`src/rtl/sound_sequence_stream_validator_core_defines.svh`:
```
// Assertion macros used by rtl/sound_sequence_stream_validator_core.sv.
`ifndef SOUND_SEQUENCE_STREAM_VALIDATOR_CORE_DEFINES_SVH
`define SOUND_SEQUENCE_STREAM_VALIDATOR_CORE_DEFINES_SVH

// Same-cycle implication, checked at every rising clock edge outside reset.
`define SSSV_ASSERT_IMP(label, ante, cons, msg) \
  label: assert property (@(posedge clk_i) disable iff (!rst_ni) (ante) |-> (cons)) \
    else $error(msg);

// Next-cycle implication.
`define SSSV_ASSERT_NXT(label, ante, cons, msg) \
  label: assert property (@(posedge clk_i) disable iff (!rst_ni) (ante) |=> (cons)) \
    else $error(msg);

`endif

```
`src/rtl/sssv_pkg.sv`:
```
package sssv_pkg;

  localparam int unsigned MaxStreamBytes = 65536;
  localparam int unsigned CntW           = $clog2(MaxStreamBytes + 1);
  localparam int unsigned LenW           = 17;

  localparam logic [7:0] StEnd     = 8'hFF;
  localparam logic [7:0] EndMeta   = 8'h2F;
  localparam logic [7:0] EndZero   = 8'h00;
  localparam logic [7:0] StPayload = 8'hA0;
  localparam logic [7:0] StCommand = 8'hB0;
  localparam logic [2:0] MaxDelay  = 3'd5;

  localparam logic [7:0] CmdOne   = 8'h01;
  localparam logic [7:0] CmdTwo   = 8'h02;
  localparam logic [7:0] CmdSeven = 8'h07;
  localparam logic [7:0] CmdTen   = 8'h0A;
  localparam logic [7:0] CmdHi41  = 8'h41;
  localparam logic [7:0] CmdHi60  = 8'h60;

  typedef enum logic [2:0] {
    PH_EVENT,
    PH_END_2F,
    PH_END_00,
    PH_PAYLOAD,
    PH_CMD,
    PH_DELAY
  } phase_e;

  typedef enum logic [1:0] {
    RS_NONE,
    RS_A0,
    RS_B0
  } run_status_e;

  typedef enum logic [1:0] {
    RC_CONT,
    RC_BAD,
    RC_END
  } parse_code_e;

  typedef struct packed {
    logic [7:0] stream_byte;
    logic       last_byte;
  } in_item_t;

  typedef struct packed {
    logic            verdict;
    logic [LenW-1:0] stream_length;
  } out_item_t;

  typedef struct packed {
    logic      valid;
    out_item_t item;
  } parse_res_t;

  // Payload bytes after a B0 command byte; zero marks an unknown command.
  function automatic logic [2:0] cmd_len(logic [7:0] c);
    logic [2:0] len;
    len = 3'd0;
    if (c == CmdOne || c == CmdTwo || c == CmdHi60) begin
      len = 3'd3;
    end else if (c == CmdSeven || c == CmdTen || c == CmdHi41) begin
      len = 3'd4;
    end
    return len;
  endfunction

endpackage

```
`src/rtl/sound_sequence_stream_validator_core.sv`:
```
// Sound-sequence stream validator.
// Input channel (in_valid_i / in_ready_o / in_data_i): one bytecode byte per
// transfer, with last_byte marking the final byte of the buffer.
// Output channel (out_valid_o / out_ready_i / out_data_o): at most one verdict
// per stream: verdict 0 with the byte length on the FF 2F 00 end marker,
// verdict 1 with length 0 on a grammar error, truncation or buffer limit.
// Bytes after a verdict yield nothing; the parser restarts after last_byte.
// Throughput is one byte per cycle while in_ready_o is high: the parse state
// is registered, computed from the state registers and the incoming byte.
// Each verdict reaches out_valid_o through the output register or the skid register.
// A two-entry output stage (output register plus skid register) holds results
// while the receiver stalls; in_ready_o drops only when both entries are
// full, i.e. two verdicts are waiting.
// Reset clears the parse state and both output entries; in_ready_o is high
// right after reset.
`include "sound_sequence_stream_validator_core_defines.svh"

module sound_sequence_stream_validator_core (
  input  logic                 clk_i,
  input  logic                 rst_ni,
  input  logic                 in_valid_i,
  output logic                 in_ready_o,
  input  sssv_pkg::in_item_t   in_data_i,
  output logic                 out_valid_o,
  input  logic                 out_ready_i,
  output sssv_pkg::out_item_t  out_data_o
);

  sssv_pkg::parse_res_t res;
  logic                 accept;
  logic                 out_free;
  logic                 out_valid_q, out_valid_d;
  logic                 skid_valid_q, skid_valid_d;
  sssv_pkg::out_item_t  out_q, out_d;
  sssv_pkg::out_item_t  skid_q, skid_d;

  assign in_ready_o = !skid_valid_q;
  assign accept     = in_valid_i && in_ready_o;
  assign out_free   = !out_valid_q || out_ready_i;

  sssv_parse u_parse (
    .clk_i    (clk_i),
    .rst_ni   (rst_ni),
    .accept_i (accept),
    .item_i   (in_data_i),
    .res_o    (res)
  );

  always_comb begin
    out_valid_d  = out_valid_q;
    skid_valid_d = skid_valid_q;
    out_d        = out_q;
    skid_d       = skid_q;
    if (out_free) begin
      if (skid_valid_q) begin
        // advance the held result, park a new one behind it
        out_valid_d  = 1'b1;
        out_d        = skid_q;
        skid_valid_d = res.valid;
        skid_d       = res.item;
      end else begin
        out_valid_d = res.valid;
        out_d       = res.item;
      end
    end else if (res.valid) begin
      skid_valid_d = 1'b1;
      skid_d       = res.item;
    end
  end

  always_ff @(posedge clk_i or negedge rst_ni) begin
    if (!rst_ni) begin
      out_valid_q  <= 1'b0;
      skid_valid_q <= 1'b0;
    end else begin
      out_valid_q  <= out_valid_d;
      skid_valid_q <= skid_valid_d;
    end
  end

  always_ff @(posedge clk_i) begin
    out_q  <= out_d;
    skid_q <= skid_d;
  end

  assign out_valid_o = out_valid_q;
  assign out_data_o  = out_q;

  `SSSV_ASSERT_IMP(a_skid_behind_out, skid_valid_q, out_valid_q, "skid full while output empty")
  `SSSV_ASSERT_IMP(a_bad_zero_len, out_valid_o && out_data_o.verdict, out_data_o.stream_length == '0, "malformed verdict with nonzero length")
  `SSSV_ASSERT_NXT(a_stall_parks, res.valid && out_valid_q && !out_ready_i, skid_valid_q, "result lost while output stalled")
  `SSSV_ASSERT_NXT(a_out_held, out_valid_q && !out_ready_i, out_valid_q && $stable(out_q), "stalled result changed")

endmodule

```
`src/rtl/sssv_parse.sv`:
```
module sssv_parse (
  input  logic                 clk_i,
  input  logic                 rst_ni,
  input  logic                 accept_i,
  input  sssv_pkg::in_item_t   item_i,
  output sssv_pkg::parse_res_t res_o
);

  sssv_pkg::phase_e            phase_q, phase_d;
  sssv_pkg::run_status_e       run_q, run_d;
  logic [2:0]                  left_q, left_d;
  logic [2:0]                  dseen_q, dseen_d;
  logic [sssv_pkg::CntW-1:0]   count_q, count_d;
  logic                        given_q, given_d;

  sssv_pkg::phase_e            ph_nx;
  sssv_pkg::run_status_e       run_nx;
  logic [2:0]                  left_nx;
  logic [2:0]                  dseen_nx;
  sssv_pkg::parse_code_e       code;
  sssv_pkg::parse_code_e       code_fin;
  logic [sssv_pkg::CntW-1:0]   count_inc;
  logic [7:0]                  b;
  logic [2:0]                  clen;
  logic [2:0]                  dseen_inc;

  assign b         = item_i.stream_byte;
  assign clen      = sssv_pkg::cmd_len(b);
  assign dseen_inc = dseen_q + 3'd1;
  assign count_inc = count_q + sssv_pkg::CntW'(1);

  // Grammar next state
  always_comb begin
    ph_nx    = phase_q;
    run_nx   = run_q;
    left_nx  = left_q;
    dseen_nx = dseen_q;
    unique case (phase_q)
      sssv_pkg::PH_EVENT: begin
        if (b[7]) begin
          if (b == sssv_pkg::StEnd) begin
            ph_nx = sssv_pkg::PH_END_2F;
          end else if (b == sssv_pkg::StPayload) begin
            run_nx  = sssv_pkg::RS_A0;
            left_nx = 3'd3;
            ph_nx   = sssv_pkg::PH_PAYLOAD;
          end else if (b == sssv_pkg::StCommand) begin
            run_nx = sssv_pkg::RS_B0;
            ph_nx  = sssv_pkg::PH_CMD;
          end else begin
            run_nx = sssv_pkg::RS_NONE;
          end
        end else if (run_q == sssv_pkg::RS_A0) begin
          // status byte omitted: this byte is the first payload byte
          left_nx = 3'd2;
          ph_nx   = sssv_pkg::PH_PAYLOAD;
        end else if (run_q == sssv_pkg::RS_B0 && clen != 3'd0) begin
          left_nx = clen;
          ph_nx   = sssv_pkg::PH_PAYLOAD;
        end
      end
      sssv_pkg::PH_END_2F: begin
        if (b == sssv_pkg::EndMeta) ph_nx = sssv_pkg::PH_END_00;
      end
      sssv_pkg::PH_END_00: begin
        ph_nx = phase_q;
      end
      sssv_pkg::PH_CMD: begin
        if (clen != 3'd0) begin
          left_nx = clen;
          ph_nx   = sssv_pkg::PH_PAYLOAD;
        end
      end
      sssv_pkg::PH_PAYLOAD: begin
        if (left_q > 3'd1) begin
          left_nx = left_q - 3'd1;
        end else begin
          left_nx  = 3'd0;
          dseen_nx = 3'd0;
          ph_nx    = sssv_pkg::PH_DELAY;
        end
      end
      sssv_pkg::PH_DELAY: begin
        dseen_nx = dseen_inc;
        if (!b[7]) begin
          dseen_nx = 3'd0;
          ph_nx    = sssv_pkg::PH_EVENT;
        end
      end
      default: begin
        ph_nx = phase_q;
      end
    endcase
  end

  // Grammar outcome of this byte
  always_comb begin
    code = sssv_pkg::RC_BAD;
    unique case (phase_q)
      sssv_pkg::PH_EVENT: begin
        if (b[7]) begin
          if (b == sssv_pkg::StEnd || b == sssv_pkg::StPayload ||
              b == sssv_pkg::StCommand) begin
            code = sssv_pkg::RC_CONT;
          end
        end else if (run_q == sssv_pkg::RS_A0) begin
          code = sssv_pkg::RC_CONT;
        end else if (run_q == sssv_pkg::RS_B0 && clen != 3'd0) begin
          code = sssv_pkg::RC_CONT;
        end
      end
      sssv_pkg::PH_END_2F: begin
        if (b == sssv_pkg::EndMeta) code = sssv_pkg::RC_CONT;
      end
      sssv_pkg::PH_END_00: begin
        if (b == sssv_pkg::EndZero) code = sssv_pkg::RC_END;
      end
      sssv_pkg::PH_CMD: begin
        if (clen != 3'd0) code = sssv_pkg::RC_CONT;
      end
      sssv_pkg::PH_PAYLOAD: begin
        code = sssv_pkg::RC_CONT;
      end
      sssv_pkg::PH_DELAY: begin
        if (!b[7] || dseen_inc < sssv_pkg::MaxDelay) code = sssv_pkg::RC_CONT;
      end
      default: begin
        code = sssv_pkg::RC_BAD;
      end
    endcase
    // truncation or buffer limit turns a pending parse into a failure
    code_fin = code;
    if (code == sssv_pkg::RC_CONT &&
        (item_i.last_byte || count_inc == sssv_pkg::CntW'(sssv_pkg::MaxStreamBytes))) begin
      code_fin = sssv_pkg::RC_BAD;
    end
  end

  always_comb begin
    phase_d = phase_q;
    run_d   = run_q;
    left_d  = left_q;
    dseen_d = dseen_q;
    count_d = count_q;
    given_d = given_q;
    res_o   = '0;
    if (accept_i) begin
      if (!given_q) begin
        phase_d = ph_nx;
        run_d   = run_nx;
        left_d  = left_nx;
        dseen_d = dseen_nx;
        count_d = count_inc;
        if (code_fin != sssv_pkg::RC_CONT) begin
          given_d     = 1'b1;
          res_o.valid = 1'b1;
          res_o.item.verdict = (code_fin == sssv_pkg::RC_BAD);
          res_o.item.stream_length = (code_fin == sssv_pkg::RC_END) ?
                                     sssv_pkg::LenW'(count_inc) : '0;
        end
      end
      // restart for the next stream
      if (item_i.last_byte) begin
        phase_d = sssv_pkg::PH_EVENT;
        run_d   = sssv_pkg::RS_NONE;
        left_d  = 3'd0;
        dseen_d = 3'd0;
        count_d = '0;
        given_d = 1'b0;
      end
    end
  end

  always_ff @(posedge clk_i or negedge rst_ni) begin
    if (!rst_ni) begin
      phase_q <= sssv_pkg::PH_EVENT;
      run_q   <= sssv_pkg::RS_NONE;
      left_q  <= 3'd0;
      dseen_q <= 3'd0;
      count_q <= '0;
      given_q <= 1'b0;
    end else begin
      phase_q <= phase_d;
      run_q   <= run_d;
      left_q  <= left_d;
      dseen_q <= dseen_d;
      count_q <= count_d;
      given_q <= given_d;
    end
  end

endmodule
```
`config.mk`:
```
export PLATFORM = sky130hd
export DESIGN_NAME = sound_sequence_stream_validator_core
export DESIGN_NICKNAME = d
export VERILOG_FILES = /design/src/rtl/sssv_pkg.sv /design/src/rtl/sound_sequence_stream_validator_core.sv /design/src/rtl/sssv_parse.sv
export VERILOG_INCLUDE_DIRS = /design/src /design/src/rtl
export SDC_FILE = /design/constraint.sdc
export NUM_CORES = 1
export LEC_CHECK = 0
export BUFFER_PORTS_ARGS = -buffer_cell sky130_fd_sc_hd__buf_2
export CAP_MARGIN = 40
export CORE_ASPECT_RATIO = 2
export CORE_MARGIN = 2
export CORE_UTILIZATION = 54
export CTS_BUF_LIST = sky130_fd_sc_hd__clkbuf_16
export DETAILED_ROUTE_END_ITERATION = 10
export GPL_ROUTABILITY_DRIVEN = 0
export PLACE_DENSITY = 0.8
export SYNTH_ARGS = -nofsm -noshare
export SYNTH_HDL_FRONTEND = slang
export SYNTH_HIERARCHICAL = 1
export SYNTH_SLANG_ARGS = --single-unit
```
`constraint.sdc`:
```
create_clock -name clk_i -period 2.7 [get_ports clk_i]
set_input_delay 0.135 -clock clk_i [delete_from_list [all_inputs] [get_ports clk_i]]
set_output_delay 0.135 -clock clk_i [all_outputs]
set_load 0.005 [all_outputs]
```
==> out/results.ini, run 1 <==
[cells_and_area]
multi_input_area_mm2 = 0.00199
fillers = 545
drive_gt1_frac = 0.304
syn_to_final_growth_pct = 23.5
regArea_mm2 = 0.00186
finalNetCount = 482
num_antenna_cells = 0
fin_area_mm2 = 0.00488

[drt]
vias = 3409
firstDrtPassIters = 5
drt-wirelength-per-cell_um = 17.4
final_antenna_net_count = 0
drt_iter0_markers = 353
routed_via_density = 6.07
drc = 0
drt_wl_total_um = 9770

[global_routing]
track_usage = 0.258
groute.layer.met2.usage = 0.412
grt_pass1_wl_um = 16100
grt_busiest_layer = met2
use_met3 = 0.0486
gr-total-overflow = 0
grt_pass1_vias = 3422
grt_max_degree = 32
antenna_found_initial = 0
met1_usage = 0.323

[logic_synthesis]
syn_area_mm2 = 0.00395
yosys.cell_types.count = 63
synth_nets = 410
yosysSeqAreaShare = 0.470
yosys.area.top_type_share = 0.274
synthTopCellsByCount = nand2_1, nor2_1, edfxtp_1, o21ai_0, dfrtp_1
yosysWarnings = 6
ys_ff_latch = 67
synthArstFlopShare = 0.463
synth_area_leader_cell = edfxtp_1
syn_avg_cell_area_um2 = 10.0
synth.most_common_cell = nand2_1
netlist_instances = 393
synth_area_leaders = edfxtp_1, dfrtp_1, mux2_2, o21ai_0, nand2_1
synth_ff_type = edfxtp_1
synth_edf_count = 36

[cts]
cts_tree = yes
cts-buffers-inserted = 9
root_buffer = clkbuf_16
clk_pin_slew_worst_paths_ps = 60
cts_sinks = 67
clkLatencyLatePin_ps = 340
h-tree-depth = 3
cts_buffer_depth = 2

[sta]
slew_headroom = 0.499
fmax_ghz = 0.369
fin_skew_ps = 7.13
rsz0062_at_grt = yes
report.final.slew_viol_count = 0
hold_viol = 0
setup_slack_ps = -11.4
period_share = 1.00
worstMarginPinSlew_ps = 751
setup_viol = 13
tns_ps = -91.1
fin_crit_ps = 2710

[power_and_ir_drop]
vdd_drop_max_v = 0.000706
cellLeakagePower_nw = 2.00
cellPowerDensity_mw_per_mm2 = 884

[floorplanning]
start_util = 0.552
dieArea_mm2 = 0.00805
die_x_um = 64.5
row_count = 44
coreArea_mm2 = 0.00716
ios = 33
die_h_um = 125

[critical_path]
worstSetupStartpointType = flop
crit_arrival_ps = 2760
critPathKind = reg2reg
cp_max_fo = 6
required_ps = 2750
crit_path_end_kind = flop

[place]
postPlaceCellArea_mm2 = 0.00442
post-dp-hpwl_um = 6360
port_buffers = 32

[status]
violations = negative setup slack
status = finished, violations left

[flow_run]
max_cap_viol_count = 0

[min_path]
hold_path.class = in2reg

-- final timing paths --
check                                    from            endpoint  slack (ps)  depth (start not counted)
max                        u_parse/count_q[1]          skid_q[10]         -10                          9
min                              in_data_i[5]    u_parse/run_q[0]         150                          3
max reg2reg                u_parse/count_q[1]          skid_q[10]         -10                          9
min reg2reg                  u_parse/run_q[1]    u_parse/run_q[1]         500                          1
max in group asynchronous              rst_ni  u_parse/count_q[0]        1780                          2
min in group asynchronous              rst_ni  u_parse/count_q[8]         400                          2
-- metrics by stage --
stage	util	hold WS [ps]	instances	power [mW]	worst slack (ps)
2_1_floorplan	-	-161	393	2.45	1.11
3_3_place_gp	0.618	226	536	2.89	-12.6
3_5_place_dp	0.618	245	536	2.93	-66.5
4_1_cts	0.672	150	556	4.27	7.59
5_1_grt	0.682	172	562	4.55	-86.1
6_report	0.682	153	562	4.31	-11.4
-- state kept, by name, indices dropped and copies added, names as in the netlist --
register         cells
skid_valid_q         1
out_valid_o          1
u_parse/given_q      1
skid_q              18
u_parse/left_q       3
u_parse/run_q        2
u_parse/dseen_q      3
u_parse/count_q     17
out_data_o          18
u_parse/phase_q      3
-- layout make-up --
class / count / area share
timing repair buffer: 82 / 0.110
clock inverter: 7 / 0.0203
clock buffer: 9 / 0.0462
multi-input combinational: 290 / 0.407
inverter: 15 / 0.0115
tap: 92 / 0.0236
sequential: 67 / 0.381
-- worst max-delay path: stages (launching register included) --
cell	delay [ps]
dfrtp_1	420
ha_4	160
and3_4	210
and3_4	230
nand2_4	50
nor3b_2	190
o21ai_1	120
o41a_4	560
a21boi_4	250
mux2_4	240
-- logic make-up after synthesis --
group | share of synthesized area
adders and majority gates | 0.0155
DFF | 0.470
xor gates and xnor gates | 0.0444
muxes | 0.0593
AOI/OAI and AO/OA | 0.170
and+or+nand+nor | 0.189
buffers and inverters | 0.0513
-- where the power goes --
group | leakage (nW) | switching, mW | total (mW) | internal [mW]
sequential | 0.782 | 0.173 | 1.56 | 1.38
clock | 0.156 | 0.457 | 1.27 | 0.814
combinational | 1.07 | 0.825 | 1.49 | 0.661
total | 2.00 | 1.45 | 4.31 | 2.86
-- placed cells by master (no fill, tap or decap), types with 3 or more instances in the layout --
master      n
nand2b_1    3
nand2_1    39
o211ai_1    3
buf_4      49
nor2_1     38
ha_1        3
nor2b_1     6
xnor2_1    14
a31oi_1     3
buf_2      32
mux2_4      4
xor2_1      6
clkbuf_16   9
o31ai_1     6
dfrtp_1    29
mux2_2     18
nand4_1     4
o21ai_0    36
and3_1      6
edfxtp_1   36
a21o_1      3
nand3_1     9
a21oi_1    13
inv_1      15
a22o_1      3
nor3_1     16
o22ai_1     4
and4_1      3
-- metal layers --
| layer | wire length, um | vias to the layer above | share of wire |
|---|---|---|---|
| met1 | 3820 | 1600 | 0.39 |
| met4 | 498 | 0 | 0.051 |
| met5 | 0 | - | 0 |
| met3 | 575 | 46 | 0.059 |
| met2 | 4880 | 159 | 0.50 |
| li1 | - | 1604 | - |
-- timing repair --
| item | 4_1_cts | 5_1_grt |
|---|---|---|
| endpoints found under the hold margin | 31 | 0 |
| hold buffers | 1 | 0 |
| setup buffers | 0 | 6 |
| pin swaps | 1 | 6 |
| resized for setup | 4 | 8 |
| cloned | 3 | 0 |
| endpoints found under the setup margin | 18 | 19 |
Power figures use the tool's default switching activity.
==> inputs of run 2 (changes only) <==
GPL_TIMING_DRIVEN = 0   (was unset)
==> out/results.ini, run 2 (same netlist as run 1, synthesis figures left out) <==
[critical_path]
required_ps = 2740  ; about the same
crit_top_cell = and3_4
cp_max_fo = 5  ; -1
critPathKind = reg2reg
crit_arrival_ps = 2920  ; +160 ps
worstSetupStartpointType = flop
slowest_stage = o41a_4
worstPathCellList = ha_4 -> and3_4 -> buf_6 -> and3_4 -> nand2_4 -> nor3b_2 -> o21ai_1 -> o41a_4 -> a21boi_4 -> mux2_4
crit_path_end_kind = flop
cp_slowest_stage_delay_ps = 560  ; about the same

[place]
post-place-cells = 517  ; -3.5%
pre_cts_ws_ps = -345  ; -278 ps
post-dp-hpwl_um = 6180  ; -2.8%
port_buffers = 32  ; unchanged

[floorplanning]
row_count = 44  ; unchanged
start_util = 0.552  ; unchanged
die_x_um = 64.5  ; unchanged
coreArea_mm2 = 0.00716  ; unchanged
dieArea_mm2 = 0.00805  ; unchanged
ios = 33  ; unchanged
die_h_um = 125  ; unchanged

[global_routing]
grt_pass1_wl_um = 16000  ; -0.73%
track_usage = 0.256  ; -0.00238
gr-total-overflow = 0  ; unchanged
antenna_found_initial = 0  ; unchanged
grt_max_degree = 32  ; unchanged
grt_pass1_vias = 3229  ; -5.6%

[min_path]
hold_path.class = in2reg

[power_and_ir_drop]
clkPwrFrac = 0.274  ; -0.021
p_total_mw = 4.19  ; -2.9%
switching_power_mw = 1.46  ; +0.31%
switching_share = 0.348  ; +0.0110
seqPwrFrac = 0.366  ; +0.005
cellLeakagePower_nw = 1.94  ; -3.2%
p_int_mw = 2.73  ; -4.5%
vdd_drop_max_v = 0.000705  ; -0.13%
cellPowerDensity_mw_per_mm2 = 863  ; -2.3%
combPwrFrac = 0.360  ; +0.015

[sta]
tns_ps = -3250  ; -3160 ps
setup_slack_ps = -184  ; -173 ps
hold_viol = 0  ; unchanged
fin_skew_ps = 6.35  ; -0.782 ps
slew_headroom = 0.492  ; -0.00741
report.final.slew_viol_count = 0  ; unchanged
fin_crit_ps = 2880  ; +173 ps
setup_viol = 20  ; +7
fmax_ghz = 0.347  ; -6.0%
period_share = 1.07  ; +0.0639
worstMarginPinSlew_ps = 762  ; +11.1 ps
rsz0062_at_grt = yes

[cts]
clk_pin_slew_worst_paths_ps = 50  ; about the same
cts_sinks = 67  ; unchanged
h-tree-depth = 3  ; unchanged
root_buffer = clkbuf_16
cts_tree = yes
cts-buffers-inserted = 9  ; unchanged
cts_buffer_depth = 2  ; unchanged
clkLatencyLatePin_ps = 330  ; about the same

[drt]
route.layer.met1.wl_um = 3910  ; +2.5%
final_antenna_net_count = 0  ; unchanged
vias = 3340  ; -2.0%
drt-wirelength-per-cell_um = 17.5  ; +0.50%
drt_iter0_markers = 262  ; -26%
drc = 0  ; unchanged
drt_wl_total_um = 9710  ; -0.57%
wl_met2_um = 4960  ; +1.7%
routed.top_layer = met4
firstDrtPassIters = 5  ; unchanged
routed_via_density = 6.01  ; -0.97%
met3WireLength_um = 569  ; -1.0%

[status]
violations = negative setup slack
status = finished, violations left

[cells_and_area]
mostFrequentLayoutCell = nand2_1
layout_common_cells = nand2_1, edfxtp_1, nor2_1, o21ai_0, buf_2
final_core_util = 0.678  ; -0.00385
num_antenna_cells = 0  ; unchanged
final_cells = 556  ; -1.1%
syn_to_final_growth_pct = 22.8
drive_gt1_frac = 0.289  ; -0.0155
fillers = 550  ; +0.92%
finalNetCount = 476  ; -1.2%

[flow_run]
max_cap_viol_count = 0  ; unchanged

==> run 2: final cells by class <==
cell class | instances | area (um2) | area share
clock buffers | 9 | 225 | 0.0464
inverters | 15 | 56.3 | 0.0116
flip-flops and latches | 67 | 1860 | 0.383
multi-input cells | 290 | 2050 | 0.423
well taps | 92 | 115 | 0.0237
clock inverters | 7 | 68.8 | 0.0142
repair buffers | 54 | 335 | 0.0691
plain buffers | 22 | 139 | 0.0286
==> run 2: final timing paths <==
check / cells after the start / endpoint / startpoint / slack (ps)
max: 10 / skid_q[1] / u_parse/count_q[1] / -180
min: 2 / u_parse/run_q[0] / in_data_i[5] / 90
max reg2reg: 10 / skid_q[1] / u_parse/count_q[1] / -180
min reg2reg: 1 / u_parse/run_q[1] / u_parse/run_q[1] / 490
max in group asynchronous: 2 / u_parse/count_q[0] / rst_ni / 1750
min in group asynchronous: 2 / u_parse/left_q[1] / rst_ni / 410
==> run 2: stage by stage <==
step                      instance area, um2  hold slack (ps)
final                                   4850             93.0
after global routing                    4850              116
after CTS                               4760             92.9
after detailed placement                4240              246
after global placement                  4240              225
after floorplan                         3970             -161
==> run 2: timing repair <==
action | CTS | global route
cloned | 3 | 0
hold buffers | 1 | 0
setup buffers | 14 | 7
hold endpoints to repair | 31 | 0
pin swaps | 11 | 9
endpoints found under the setup margin | 20 | 24
gates resized for setup | 22 | 10
==> run 2: worst max-delay path, delay by kind of cell, from the launching register on <==
kind	cells	cell delay, ps
buf+inv	1	100
compound gates	3	960
fa+ha+maj	1	170
flops	1	420
simple gates	4	670
mux	1	260
==> run 2: per-layer routing <==
layer | track usage | vias to the layer above
met5 | 0 | -
met1 | 0.342 | 1602
li1 | - | 1578
met3 | 0.0540 | 27
met4 | 0.100 | 0
met2 | 0.407 | 133
==> run 2: power groups by stage <==
stage / registers, mW / clock network [mW] / logic, mW
2_1_floorplan: 1.53 / 0 / 0.926
4_1_cts: 1.53 / 1.17 / 1.45
3_5_place_dp: 1.54 / 0 / 1.30
5_1_grt: 1.57 / 1.21 / 1.65
6_report: 1.53 / 1.15 / 1.51
3_3_place_gp: 1.53 / 0 / 1.26
==> inputs of run 3 (changes only) <==
SYNTH_HIERARCHICAL = unset   (was 1)
==> out/results.ini, run 3 <==
[sta]
period_share = 1.07  ; +0.00161
setup_slack_ps = -188  ; -4.34 ps
worstMarginPinSlew_ps = 794  ; +31.7 ps
rsz0062_at_grt = yes
setup_viol = 19  ; -5.0%
report.final.slew_viol_count = 0  ; unchanged
fin_skew_ps = 4.81  ; -1.54 ps
fin_crit_ps = 2890  ; +4.34 ps
fmax_ghz = 0.346  ; -0.15%
hold_viol = 0  ; unchanged
tns_ps = -3390  ; -142 ps
slew_headroom = 0.469  ; -0.0231

[critical_path]
cp_slowest_stage_delay_ps = 400  ; -160 ps
cp_top_family = simple AND/OR/NAND/NOR gates
critPathKind = reg2reg
worstPathCellList = ha_4 -> nand4_1 -> buf_4 -> nor2_1 -> nor4b_2 -> o2111ai_2 -> nor4_4 -> buf_4 -> nor3_4 -> a21oi_4 -> buf_12 -> buf_16
crit_top_cell = buf_4
worstSetupStartpointType = flop
slowest_stage = dfrtp_2
critical_path_buf_inv_count = 4  ; +3
crit_path_end_kind = flop
cp_max_fo = 9  ; +4
r2r_start = u_parse.count_q[0]
required_ps = 2750  ; about the same
crit_start = u_parse.count_q[0]
crit_arrival_ps = 2940  ; +20 ps

[floorplanning]
coreArea_mm2 = 0.00699  ; -2.3%
ios = 33  ; unchanged
start_util = 0.559  ; +0.00693
die_h_um = 124  ; -0.51%
die_x_um = 64.2  ; -0.49%
row_count = 43  ; -2.3%
dieArea_mm2 = 0.00797  ; -0.99%

[flow_run]
max_cap_viol_count = 0  ; unchanged

[status]
violations = negative setup slack
status = finished, violations left

[drt]
vias = 3502  ; +4.9%
drc = 0  ; unchanged
firstDrtPassIters = 7  ; +2
final_antenna_net_count = 0  ; unchanged
routed_via_density = 6.25  ; +4.1%
drt_iter0_markers = 270  ; +3.1%
drt_wl_total_um = 10600  ; +8.7%
drt-wirelength-per-cell_um = 18.9  ; +7.9%

[cells_and_area]
regArea_mm2 = 0.00186  ; about the same
layout_common_cells = nor2_1, nand2_1, o21ai_0, edfxtp_1, buf_2
final_core_util = 0.697  ; +0.0188
final_cells = 560  ; +0.72%
num_antenna_cells = 0  ; unchanged
finalNetCount = 483  ; +1.5%
syn_to_final_growth_pct = 24.7
multi_input_area_mm2 = 0.00203  ; -1.3%
drive_gt1_frac = 0.249  ; -0.0399
mostFrequentLayoutCell = nor2_1
fillers = 510  ; -7.3%

[global_routing]
grt_max_degree = 32  ; unchanged
antenna_found_initial = 0  ; unchanged
grt_pass1_vias = 3490  ; +8.1%
grt_pass1_wl_um = 16400  ; +2.5%
track_usage = 0.267  ; +0.0105
gr-total-overflow = 0  ; unchanged

[logic_synthesis]
netlist_instances = 403  ; +2.5%
synth_area_leaders = edfxtp_1, dfrtp_1, o21ai_0, nor2_1, nand2_1
yosys.area.top_type_share = 0.277  ; +0.00289
synth_edf_count = 36  ; unchanged
yosys.cell_types.count = 64  ; +1.6%
synth_area_leader_cell = edfxtp_1
synth.most_common_cell = nor2_1
yosysWarnings = 0  ; -6
synth_ff_type = edfxtp_1
synthArstFlopShare = 0.463  ; unchanged
syn_avg_cell_area_um2 = 9.70  ; -3.5%
ys_ff_latch = 67  ; unchanged
syn_area_mm2 = 0.00391  ; -1.0%
synth_nets = 421  ; +2.7%
synthTopCellsByCount = nor2_1, nand2_1, edfxtp_1, o21ai_0, dfrtp_1
yosysSeqAreaShare = 0.475  ; +0.00497

[min_path]
min-delay-start = out_ready_i
hold_path.class = in2reg

[place]
post-dp-hpwl_um = 6840  ; +11%
port_buffers = 28  ; -13%
post-place-cells = 521  ; +0.77%

[cts]
root_buffer = clkbuf_16
cts_tree = yes
clkLatencyLatePin_ps = 340  ; about the same
cts_sinks = 67  ; unchanged
clk_pin_slew_worst_paths_ps = 50  ; about the same
h-tree-depth = 3  ; unchanged
cts-buffers-inserted = 9  ; unchanged
cts_buffer_depth = 2  ; unchanged

[power_and_ir_drop]
cellLeakagePower_nw = 2.07  ; +7.0%
vdd_drop_max_v = 0.000444  ; -37%
cellPowerDensity_mw_per_mm2 = 754  ; -13%

==> run 3: logic make-up after synthesis <==
group / Yosys count / share of synthesized area
simple gates: 159 / 0.217
compound gates: 109 / 0.194
flops: 67 / 0.475
buf+inv: 41 / 0.0458
xor+xnor: 18 / 0.0403
fa+ha+maj: 5 / 0.0160
mux: 4 / 0.0115
==> run 3: per-stage QoR <==
step           hold slack, ps  setup slack (ps)  area, um2  total power [mW]
6_report                  126              -188       4870              3.67
2_1_floorplan            -161             -63.3       3940              2.01
5_1_grt                   154              -185       4870              3.82
3_3_place_gp              234              -556       4190              2.28
3_5_place_dp              238              -602       4190              2.31
4_1_cts                   119             -74.9       4750              3.59
==> run 3: final timing paths <==
| kind | to | slack (ps) | cells past startpoint |
|---|---|---|---|
| worst max-delay path | skid_q[4] | -190 | 12 |
| worst min-delay path | skid_valid_q | 130 | 4 |
| worst max register to register | skid_q[4] | -190 | 12 |
| worst min register to register | u_parse.run_q[0] | 500 | 2 |
| max in group asynchronous | u_parse.count_q[1] | 1760 | 2 |
| min in group asynchronous | u_parse.count_q[13] | 400 | 2 |
==> run 3: final cells by class <==
class / instances / share of cell area
clock inverter: 7 / 0.0110
inverter: 12 / 0.00924
timing repair buffer: 54 / 0.0837
tap: 90 / 0.0231
clock buffer: 9 / 0.0462
buffer: 26 / 0.0290
sequential: 67 / 0.382
multi-input combinational: 295 / 0.416
==> run 3: worst reg2reg max path, delay by kind of cell, from the launching register on <==
kind	cells	cell delay, ps
simple gates	5	940
fa+ha+maj	1	170
compound gates	2	420
flops	1	400
buf+inv	4	690
==> run 3: where the power goes <==
part	internal (mW)	switching, mW	total, mW
registers	1.33	0.100	1.43
clock network	0.695	0.407	1.10
logic	0.494	0.653	1.15
==> run 3: timing repair <==
item                       in CTS  in global routing
pin swaps                       9                  5
hold buffers                    1                  0
setup endpoints to repair      20                 20
buffers inserted               19                  5
gates cloned                    1                  1
hold endpoints to repair       31                  0
resized for setup              19                 22
==> run 3: metal layers <==
metal,vias to the layer above,global-route usage,wire length [um],part of all wire
met3,54,0.0560,573,0.054
met4,0,0.217,742,0.070
met1,1683,0.259,3510,0.33
met5,-,0,0,0
li1,1594,-,-,-
met2,171,0.465,5730,0.54
